### src/kbeq_pkg.sv
// package for the knob and button event qualifier
// holds widths, register indexes, reset values and stream field layout; no dependencies
`default_nettype none

package kbeq_pkg;

    localparam int TIME_W  = 32;
    localparam int COUNT_W = 8;
    localparam int CFG_W   = 16;
    localparam int IDX_W   = 2;
    localparam int FLAG_W  = 4;

    // input tdata layout, lowest bit first
    localparam int IN_TDATA_W  = 48;
    localparam int IN_NOW_LSB  = 0;
    localparam int IN_MOVED    = 32;
    localparam int IN_CNT_LSB  = 33;
    localparam int IN_DOWN     = 41;
    localparam int IN_CLEAR    = 42;

    localparam int OUT_TDATA_W = 8;

    // event flag bit positions
    localparam int FLAG_RIGHT = 0;
    localparam int FLAG_LEFT  = 1;
    localparam int FLAG_SHORT = 2;
    localparam int FLAG_HELD  = 3;

    localparam logic [CFG_W-1:0] DEBOUNCE_RST   = 16'd50;
    localparam logic [CFG_W-1:0] LONG_PRESS_RST = 16'd1000;
    localparam logic [CFG_W-1:0] REPEAT_RST     = 16'd1000;

    typedef enum logic [IDX_W-1:0] {
        REG_DEBOUNCE   = 2'd0,
        REG_LONG_PRESS = 2'd1,
        REG_REPEAT     = 2'd2,
        REG_RESERVED   = 2'd3
    } cfg_index_t;

endpackage

`default_nettype wire

### src/knob_and_button_event_qualifier.sv
// knob and button event qualifier, top level
// depends on kbeq_pkg for widths, field layout and register indexes
`default_nettype none

// usage
// - s_axis carries one poll request per tick in tdata: now_ms, knob_moved,
//   knob_count, button_level_down, clear_request (see port comment)
// - m_axis returns one result request per poll: the four event flags after it
// - cfg channel writes debounce_ms (0), long_press_ms (1), repeat_ms (2);
//   other indexes are taken and dropped; cfg_ready is always high, write
//   only while no poll is in flight
// - an accepted poll lands in the input register; once the result slot is
//   free the whole update runs and loads the result register, which raises
//   tvalid; one poll per cycle sustained while m_axis_tready stays high
// - the update path is one 32-bit wrapping subtract and compare per timer,
//   all three side by side, so every poll can follow the one before
// - when m_axis_tready is low the result holds, the input register still
//   takes one more poll, then s_axis_tready drops until the result is taken
// - reset restores 50/1000/1000 ms, clears times, last count, button level
//   and flags, and empties both registers
module knob_and_button_event_qualifier
(
    input  wire logic                                 clk,
    input  wire logic                                 rst_n,
    // poll requests
    input  wire logic                                 s_axis_tvalid,
    output logic                                      s_axis_tready,
    // [31:0] now_ms, [32] knob_moved, [40:33] knob_count,
    // [41] button_level_down, [42] clear_request, [47:43] zero
    input  wire logic [kbeq_pkg::IN_TDATA_W-1:0]      s_axis_tdata,
    // result requests
    output logic                                      m_axis_tvalid,
    input  wire logic                                 m_axis_tready,
    // [0] turned_right, [1] turned_left, [2] short_press, [3] long_hold, [7:4] zero
    output logic [kbeq_pkg::OUT_TDATA_W-1:0]          m_axis_tdata,
    // configuration writes
    input  wire logic                                 cfg_valid,
    output logic                                      cfg_ready,
    input  wire logic [kbeq_pkg::IDX_W-1:0]           cfg_index,
    input  wire logic [kbeq_pkg::CFG_W-1:0]           cfg_data
);

    localparam int TW = kbeq_pkg::TIME_W;
    localparam int CW = kbeq_pkg::COUNT_W;

    // configuration registers
    logic [kbeq_pkg::CFG_W-1:0] debounce_reg;
    logic [kbeq_pkg::CFG_W-1:0] long_press_reg;
    logic [kbeq_pkg::CFG_W-1:0] repeat_reg;

    // input stage
    logic                        in_valid_reg;
    logic [TW-1:0]               in_now_reg;
    logic                        in_moved_reg;
    logic [CW-1:0]               in_count_reg;
    logic                        in_down_reg;
    logic                        in_clear_reg;

    // block state; flags_reg doubles as the result register
    logic [TW-1:0]               knob_time_reg, knob_time_next;
    logic [CW-1:0]               prev_count_reg, prev_count_next;
    logic [TW-1:0]               press_start_reg, press_start_next;
    logic [TW-1:0]               repeat_time_reg, repeat_time_next;
    logic                        prev_button_reg;
    logic [kbeq_pkg::FLAG_W-1:0] flags_reg, flags_next;
    logic                        out_valid_reg;

    logic                        advance;
    logic                        knob_ok;
    logic                        press_edge;
    logic                        release_edge;
    logic                        held;
    logic [TW-1:0]               knob_delta;
    logic [TW-1:0]               press_delta;
    logic [TW-1:0]               repeat_delta;

    // the poll in the input register moves on when the result slot is free
    assign advance       = in_valid_reg && (!out_valid_reg || m_axis_tready);
    assign s_axis_tready = !in_valid_reg || advance;
    assign cfg_ready     = 1'b1;

    assign m_axis_tvalid = out_valid_reg;
    assign m_axis_tdata  = {{(kbeq_pkg::OUT_TDATA_W - kbeq_pkg::FLAG_W){1'b0}}, flags_reg};

    always_ff @(posedge clk or negedge rst_n)
    begin
        if (!rst_n)
        begin
            debounce_reg   <= kbeq_pkg::DEBOUNCE_RST;
            long_press_reg <= kbeq_pkg::LONG_PRESS_RST;
            repeat_reg     <= kbeq_pkg::REPEAT_RST;
        end
        else if (cfg_valid)
        begin
            unique case (kbeq_pkg::cfg_index_t'(cfg_index))
                kbeq_pkg::REG_DEBOUNCE:   debounce_reg   <= cfg_data;
                kbeq_pkg::REG_LONG_PRESS: long_press_reg <= cfg_data;
                kbeq_pkg::REG_REPEAT:     repeat_reg     <= cfg_data;
                default:                  ;
            endcase
        end
    end

    always_ff @(posedge clk or negedge rst_n)
    begin
        if (!rst_n)
        begin
            in_valid_reg <= 1'b0;
        end
        else if (s_axis_tready)
        begin
            in_valid_reg <= s_axis_tvalid;
        end
    end

    always_ff @(posedge clk)
    begin
        if (s_axis_tvalid && s_axis_tready)
        begin
            in_now_reg   <= s_axis_tdata[kbeq_pkg::IN_NOW_LSB +: TW];
            in_moved_reg <= s_axis_tdata[kbeq_pkg::IN_MOVED];
            in_count_reg <= s_axis_tdata[kbeq_pkg::IN_CNT_LSB +: CW];
            in_down_reg  <= s_axis_tdata[kbeq_pkg::IN_DOWN];
            in_clear_reg <= s_axis_tdata[kbeq_pkg::IN_CLEAR];
        end
    end

    // one poll's worth of update
    always_comb
    begin
        knob_time_next   = knob_time_reg;
        prev_count_next  = prev_count_reg;
        press_start_next = press_start_reg;
        repeat_time_next = repeat_time_reg;
        flags_next       = in_clear_reg ? '0 : flags_reg;

        // knob rotation, debounced against the last accepted change
        knob_delta = in_now_reg - knob_time_reg;
        knob_ok    = in_moved_reg && (knob_delta > {{(TW - kbeq_pkg::CFG_W){1'b0}}, debounce_reg});
        if (knob_ok)
        begin
            knob_time_next  = in_now_reg;
            prev_count_next = in_count_reg;
            if (in_count_reg > prev_count_reg)
            begin
                flags_next[kbeq_pkg::FLAG_RIGHT] = 1'b1;
            end
            else if (in_count_reg < prev_count_reg)
            begin
                flags_next[kbeq_pkg::FLAG_LEFT] = 1'b1;
            end
        end

        // fresh press restarts the hold timer and the repeat time
        press_edge   = in_down_reg && !prev_button_reg;
        release_edge = !in_down_reg && prev_button_reg;
        if (press_edge)
        begin
            press_start_next = in_now_reg;
            repeat_time_next = '0;
        end

        // held past long-press time, repeated after each repeat interval
        press_delta  = in_now_reg - press_start_next;
        repeat_delta = in_now_reg - repeat_time_next;
        held = in_down_reg
            && (press_delta > {{(TW - kbeq_pkg::CFG_W){1'b0}}, long_press_reg})
            && (repeat_delta > {{(TW - kbeq_pkg::CFG_W){1'b0}}, repeat_reg});
        if (held)
        begin
            flags_next[kbeq_pkg::FLAG_HELD] = 1'b1;
            repeat_time_next = in_now_reg;
        end

        // release: short press if under long-press time, held always drops
        if (release_edge)
        begin
            if (press_delta < {{(TW - kbeq_pkg::CFG_W){1'b0}}, long_press_reg})
            begin
                flags_next[kbeq_pkg::FLAG_SHORT] = 1'b1;
            end
            flags_next[kbeq_pkg::FLAG_HELD] = 1'b0;
        end
    end

    always_ff @(posedge clk or negedge rst_n)
    begin
        if (!rst_n)
        begin
            knob_time_reg   <= '0;
            prev_count_reg  <= '0;
            press_start_reg <= '0;
            repeat_time_reg <= '0;
            prev_button_reg <= 1'b0;
            flags_reg       <= '0;
            out_valid_reg   <= 1'b0;
        end
        else
        begin
            if (advance)
            begin
                knob_time_reg   <= knob_time_next;
                prev_count_reg  <= prev_count_next;
                press_start_reg <= press_start_next;
                repeat_time_reg <= repeat_time_next;
                prev_button_reg <= in_down_reg;
                flags_reg       <= flags_next;
                out_valid_reg   <= 1'b1;
            end
            else if (m_axis_tready)
            begin
                out_valid_reg <= 1'b0;
            end
        end
    end

    // state and result move only with a poll
    a_hold_when_idle: assert property (@(posedge clk) disable iff (!rst_n)
        !advance |=> $stable(flags_reg) && $stable(press_start_reg) && $stable(knob_time_reg))
        else $error("state changed without a poll");

    // button level tracks the last processed poll
    a_button_track: assert property (@(posedge clk) disable iff (!rst_n)
        advance |=> prev_button_reg == $past(in_down_reg))
        else $error("previous button level not updated");

    // a poll with the button up never reports a hold
    a_no_hold_when_up: assert property (@(posedge clk) disable iff (!rst_n)
        advance && !in_down_reg |=> !flags_reg[kbeq_pkg::FLAG_HELD])
        else $error("hold flag set with button released");

    // a write to the unused index leaves the configuration alone
    a_reserved_write: assert property (@(posedge clk) disable iff (!rst_n)
        cfg_valid && cfg_index == kbeq_pkg::REG_RESERVED
        |=> $stable(debounce_reg) && $stable(long_press_reg) && $stable(repeat_reg))
        else $error("reserved configuration index changed a register");

endmodule

`default_nettype wire

### config.mk
export PLATFORM = sky130hd
export DESIGN_NAME = knob_and_button_event_qualifier
export DESIGN_NICKNAME = d
export VERILOG_FILES = /design/src/kbeq_pkg.sv /design/src/knob_and_button_event_qualifier.sv
export SDC_FILE = /design/constraint.sdc
export NUM_CORES = 1
export LEC_CHECK = 0
export BUFFER_PORTS_ARGS = -buffer_cell sky130_fd_sc_hd__buf_2
export CORE_ASPECT_RATIO = 1.75
export CORE_MARGIN = 3
export CORE_UTILIZATION = 25
export DETAILED_ROUTE_END_ITERATION = 10
export SLEW_MARGIN = 20
export SYNTH_ARGS = -nofsm -noshare
export SYNTH_HDL_FRONTEND = slang
export SYNTH_SLANG_ARGS = --single-unit
### constraint.sdc
create_clock -name clk -period 7.7 [get_ports clk]
set_input_delay 0.77 -clock clk [delete_from_list [all_inputs] [get_ports clk]]
set_output_delay 0.77 -clock clk [all_outputs]
set_load 0.02 [all_outputs]
# Word level (Yosys, flattened, before mapping)
# Cells that the tools add are included.
[word_totals]
wordCells = 62
reg_bits = 202
out_inout_bits = 11
inputBits = 71
[op_classes]
n_reduce_logical = 21
addsub = 3
order_cmp = 6
muxes = 13
n_eq_ne = 2
[ops]
columns = ["cell", "n"]
rows = [
  ["$gt 32x16->1", 3],
  ["$mux 32", 3],
  ["$sub 32x32->32", 3],
  ["$lt 32x16->1", 1],
  ["$reduce_and 2->1", 5],
  ["$gt 8x8->1", 1],
  ["$lt 8x8->1", 1],
  ["$logic_and 1x1->1", 7],
  ["$mux 1", 7],
  ["$logic_not 1->1", 4],
  ["$mux 2", 2],
  ["$mux 4", 1],
  ["$reduce_bool 3->1", 1],
  ["$eq 2x1->1 const B", 1],
  ["$eq 2x2->1 const B", 1],
  ["$logic_not 2->1", 1],
  ["$logic_or 1x1->1", 2],
  ["$reduce_bool 2->1", 1],
]

# Longest topological paths before layout
[depth]
word_depth = 9
ltp_mapped = 29
ltp_nobuf = 24

# Least setup slack after synthesis
# OpenSTA, ideal clock, no wires.
[synth_timing]
path_kind = "flip-flop to flip-flop"
start = "register in_down_reg"
end = "register repeat_time_reg[10]"
stages_incl_launch_ff = 30
slack_ns = 1.593
setup_time_ns = 0.079
synth_period_minus_slack_ns = 6.107
t_arrival_ns = 6.028
required_ns = 7.621
path_buffers = 5
path_cell_list = "edfxtp_1 > nand2b_1 > buf_2 > clkbuf_1 > clkbuf_1 > buf_1 > and2_1 > ha_1 > inv_1 > fa_1 > a21o_1 > a311oi_1 > o31a_1 > nand2b_1 > a21o_1 > a21oi_1 > xnor2_1 > ha_1 > and4_1 > nand2_1 > nor4_1 > a211oi_1 > a2111oi_0 > nand2_1 > nor4b_1 > o2111a_1 > nand4_1 > o2111ai_4 > buf_8 > mux2i_1"
[synth_via]
elab_chain_len = 7
elab_cells_between_ends = 10
classes_between = "add/sub: 2; order compare: 2; mux: 3; reduce/logical: 3"
[synth_rtl]
columns = ["item", "line_no", "text"]
rows = [
  ["start: declaration", "knob_and_button_event_qualifier.sv:56", "logic in_down_reg;"],
  ["start signal: assignment", "knob_and_button_event_qualifier.sv:123", "in_down_reg <= s_axis_tdata[kbeq_pkg::IN_DOWN];"],
  ["$logic_and 1x1->1", "knob_and_button_event_qualifier.sv:155", "press_edge = in_down_reg && !prev_button_reg;"],
  ["$mux 32", "knob_and_button_event_qualifier.sv:157", "if (press_edge)"],
  ["$sub 32x32->32", "knob_and_button_event_qualifier.sv:164", "press_delta = in_now_reg - press_start_next;"],
  ["$gt 32x16->1", "knob_and_button_event_qualifier.sv:167", "&& (press_delta > {{(TW - kbeq_pkg::CFG_W){1'b0}}, long_press_reg})"],
  ["$logic_and 1x1->1", "knob_and_button_event_qualifier.sv:167", ""],
  ["$logic_and 1x1->1", "knob_and_button_event_qualifier.sv:168", "&& (repeat_delta > {{(TW - kbeq_pkg::CFG_W){1'b0}}, repeat_reg});"],
  ["$mux 32 *", "knob_and_button_event_qualifier.sv:169", "if (held)"],
  ["end signal: assignment", "knob_and_button_event_qualifier.sv:205", "repeat_time_reg <= repeat_time_next;"],
  ["end: declaration", "knob_and_button_event_qualifier.sv:63", "logic [TW-1:0] repeat_time_reg, repeat_time_next;"],
]
# Every way passes the cells marked *; elsewhere a longest branch is shown, timed or not.
# A chain may end at the register's enable or synchronous reset.

# Worst setup path after layout
[layout_timing]
start = "register prev_button_reg"
end = "register repeat_time_reg[28]"
[layout_via]
elab_chain_len = 8
elab_cells_between_ends = 11
classes_between = "add/sub: 2; order compare: 2; mux: 3; reduce/logical: 4"
[layout_rtl]
columns = ["item", "line_no", "text"]
rows = [
  ["start: declaration", "knob_and_button_event_qualifier.sv:64", "logic prev_button_reg;"],
  ["start signal: assignment", "knob_and_button_event_qualifier.sv:206", "prev_button_reg <= in_down_reg;"],
  ["$logic_not 1->1 *", "knob_and_button_event_qualifier.sv:155", ""],
  ["$logic_and 1x1->1 *", "knob_and_button_event_qualifier.sv:155", ""],
  ["$mux 32", "knob_and_button_event_qualifier.sv:157", ""],
  ["$sub 32x32->32", "knob_and_button_event_qualifier.sv:164", ""],
  ["$gt 32x16->1", "knob_and_button_event_qualifier.sv:167", ""],
  ["$logic_and 1x1->1", "knob_and_button_event_qualifier.sv:167", ""],
  ["$logic_and 1x1->1", "knob_and_button_event_qualifier.sv:168", ""],
  ["$mux 32 *", "knob_and_button_event_qualifier.sv:169", ""],
]
# Marked as above.

==> results.ini <==
[detailed_routing]
first_pass_iters=5
vias=12500
wl_per_cell_um=18.8
ant_nets=0
drc=0
drt_iter0_markers=668
routed_wl_mm=47.2
via_per_inst=4.99

[die]
die_x_um=192
die_h_um=331
start_util_pct=25.4
core_area_um2=59400
dieArea_um2=63400
io_pins=82
core.rowCount=118

[setup_path]
critPathMaxFanout=20
arrival_ns=7.15
critPathLaunchType=flip-flop
worstSetupEndpointType=flip-flop
cp_common_cell=nand2_1
r2r_cells=24
cpPeakStageDelay_ns=0.53
crit_slowest_cell=o21ai_0
critPathKind=reg -> reg
required_ns=8.17
worstPathCellList=nand2b_2 -> buf_4 -> nand2_1 -> ha_1 -> o21ai_0 -> a21oi_1 -> o41ai_1 -> nand2_1 -> a21o_1 -> a21oi_1 -> xnor2_1 -> ha_1 -> and4_1 -> nand2_1 -> nor4_1 -> a211oi_1 -> a2111oi_0 -> nand2_1 -> nor4b_1 -> o2111a_1 -> nand4_1 -> o2111ai_4 -> buf_4 -> mux2i_1

[sta]
slew_viol_final=0
hold_viol=0
fin_crit_ns=6.69
tightest_slew_ns=1.10
max_freq_mhz=150
timing.slew.headroom_pct=26.7
setup_viol_count_final=0
post-route-period-util_pct=86.8
clock_skew_ns=0.0143
fin_setup_tns_ns=0
grt_setup_unrepaired=false
whs_ns=0.141

[run_status]
outcome=finished clean

[global_route]
grt_overflow=0
grt_pass1_wl_mm=71.9
grt_pass1_vias=12800
grt_usage_pct=14.7
grt_max_degree=61
antenna_found_initial=2

[flow_run]
drv_cap=0

[pwr]
cellLeakagePower_nw=7.65
irDropWorstVdd_mv=0.146
cellPowerDensity_nw_per_um2=293

[clocking]
root_buffer=clkbuf_16
cts_resized=0
clkTransAtPathRegs_ns=0.06
cts_buffers=23
holdBufCountCts=0
clockBufferDepth=3
cts.sinks=202
clkLatencyLatePin_ns=0.55
cts_setup_buffers=0
cts_max_level=1
cts_tree=done

[yosys]
syn-cell-area_um2=15100
synth-seq-area-share_pct=35.1
avgSynthCellArea_um2=9.03
ys_async_sr_fraction_pct=78.7
synth-seq-cells=202
ys.flop_type=dfrtp_1
yosysUniqueCellTypes=87
syn_inst=1668
ys_warn_count=0
synth_edf_count=43

[placed_design]
hpwl_mm=38.0
placed_area_um2=16300
place_congestion=0.956
io_buffer_count=71

[cells_and_area]
final_cell_mix=207 x nand2_1, 145 x inv_1, 144 x dfrtp_1, 139 x ha_1, 122 x a21oi_1
finalNetCount=1928
postLayoutCellArea_um2=17000
fillers=6315
layout_commonest_cell=nand2_1
final_util_pct=28.6
drive_gt1_share_pct=11.5
syn_to_final_growth_pct=12.8

[hold_path]
min_path_type=in -> async

==> synthesized netlist by cell type, drive strengths merged (15+ instances only) <==
cell | count | area, µm²
nor2b | 22 | 138
nor2 | 62 | 233
nand4 | 30 | 194
dfrtp | 144 | 3600
xor2 | 35 | 307
nand3 | 28 | 140
dfstp | 15 | 394
edfxtp | 43 | 1290
mux2 | 43 | 484
a211oi | 15 | 118
inv | 145 | 544
a21o | 48 | 360
o211ai | 16 | 120
and3 | 16 | 105
xnor2 | 43 | 377
o21ai | 122 | 622
nand2b | 25 | 156
a21oi | 122 | 611
ha | 139 | 1740
clkbuf | 47 | 176
mux2i | 83 | 831
buf | 19 | 133
nor3 | 22 | 110
nand2 | 208 | 781
==> worst paths after layout <==
path / startpoint / to / slack, ns
min: rst_n / knob_time_reg[22] / 0.14
min reg2reg: press_start_reg[28] / press_start_reg[28] / 0.48
max in group asynchronous: rst_n / knob_time_reg[19] / 6.35
min in group clk: s_axis_tdata[34] / in_count_reg[1] / 0.39
max: prev_button_reg / repeat_time_reg[28] / 1.01
max reg2reg: prev_button_reg / repeat_time_reg[28] / 1.01
==> logic make-up (layout without fill, tap and decap cells) <==
logic type                 after synthesis  in the layout  share of synthesized area (%)
and+or+nand+nor                        466            466                           14.9
AOI/OAI and AO/OA                      432            432                           18.5
buffers and inverters                  211            272                           5.66
DFF                                    202            202                           35.1
adders and majority gates              151            151                           12.5
muxes                                  126            126                           8.73
xor gates and xnor gates                78             78                           4.53
other                                    2              6                         0.0498
==> worst max-delay path, delay by kind of cell, from the launching register on <==
kind | cells | cell delay, ns
buffers and inverters | 2 | 0.65
and+or+nand+nor | 9 | 1.98
DFF | 1 | 0.44
AOI/OAI and AO/OA | 9 | 2.56
xor gates and xnor gates | 1 | 0.09
adders and majority gates | 2 | 0.63
muxes | 1 | 0.20
==> final cells by class <==
cell class,instances,area [µm²],area share [%]
Multi-Input combinational cell,1258,8970,52.7
Inverter,145,544,3.20
Sequential cell,202,5290,31.1
Timing Repair Buffer,86,487,2.86
Tap cell,780,976,5.74
Antenna cell,1,2.50,0.0147
Clock inverter,9,103,0.604
Clock buffer,32,631,3.71
==> layer usage <==
layer	up-vias	global-route usage (%)	part of all wire, %
li1	6053	-	-
met1	6020	13.9	34
met2	319	28.5	54
met3	137	1.44	3.2
met4	2	11.4	8.7
met5	-	0	0.042
==> through the flow <==
stage	cells	worst slack [ns]	power (mW)
CTS	2512	0.994	5.02
finish	2513	1.01	4.99
global route	2513	0.362	5.35
global placement	2471	1.03	3.82
detailed placement	2471	1.05	3.87
floorplan	1671	1.59	3.18
==> report_power, final <==
group | total [mW] | switching [mW] | internal, mW
logic | 2.42 | 1.46 | 0.959
clock network | 1.11 | 0.469 | 0.641
registers | 1.46 | 0.149 | 1.31
(Power assumes the default switching activity.)
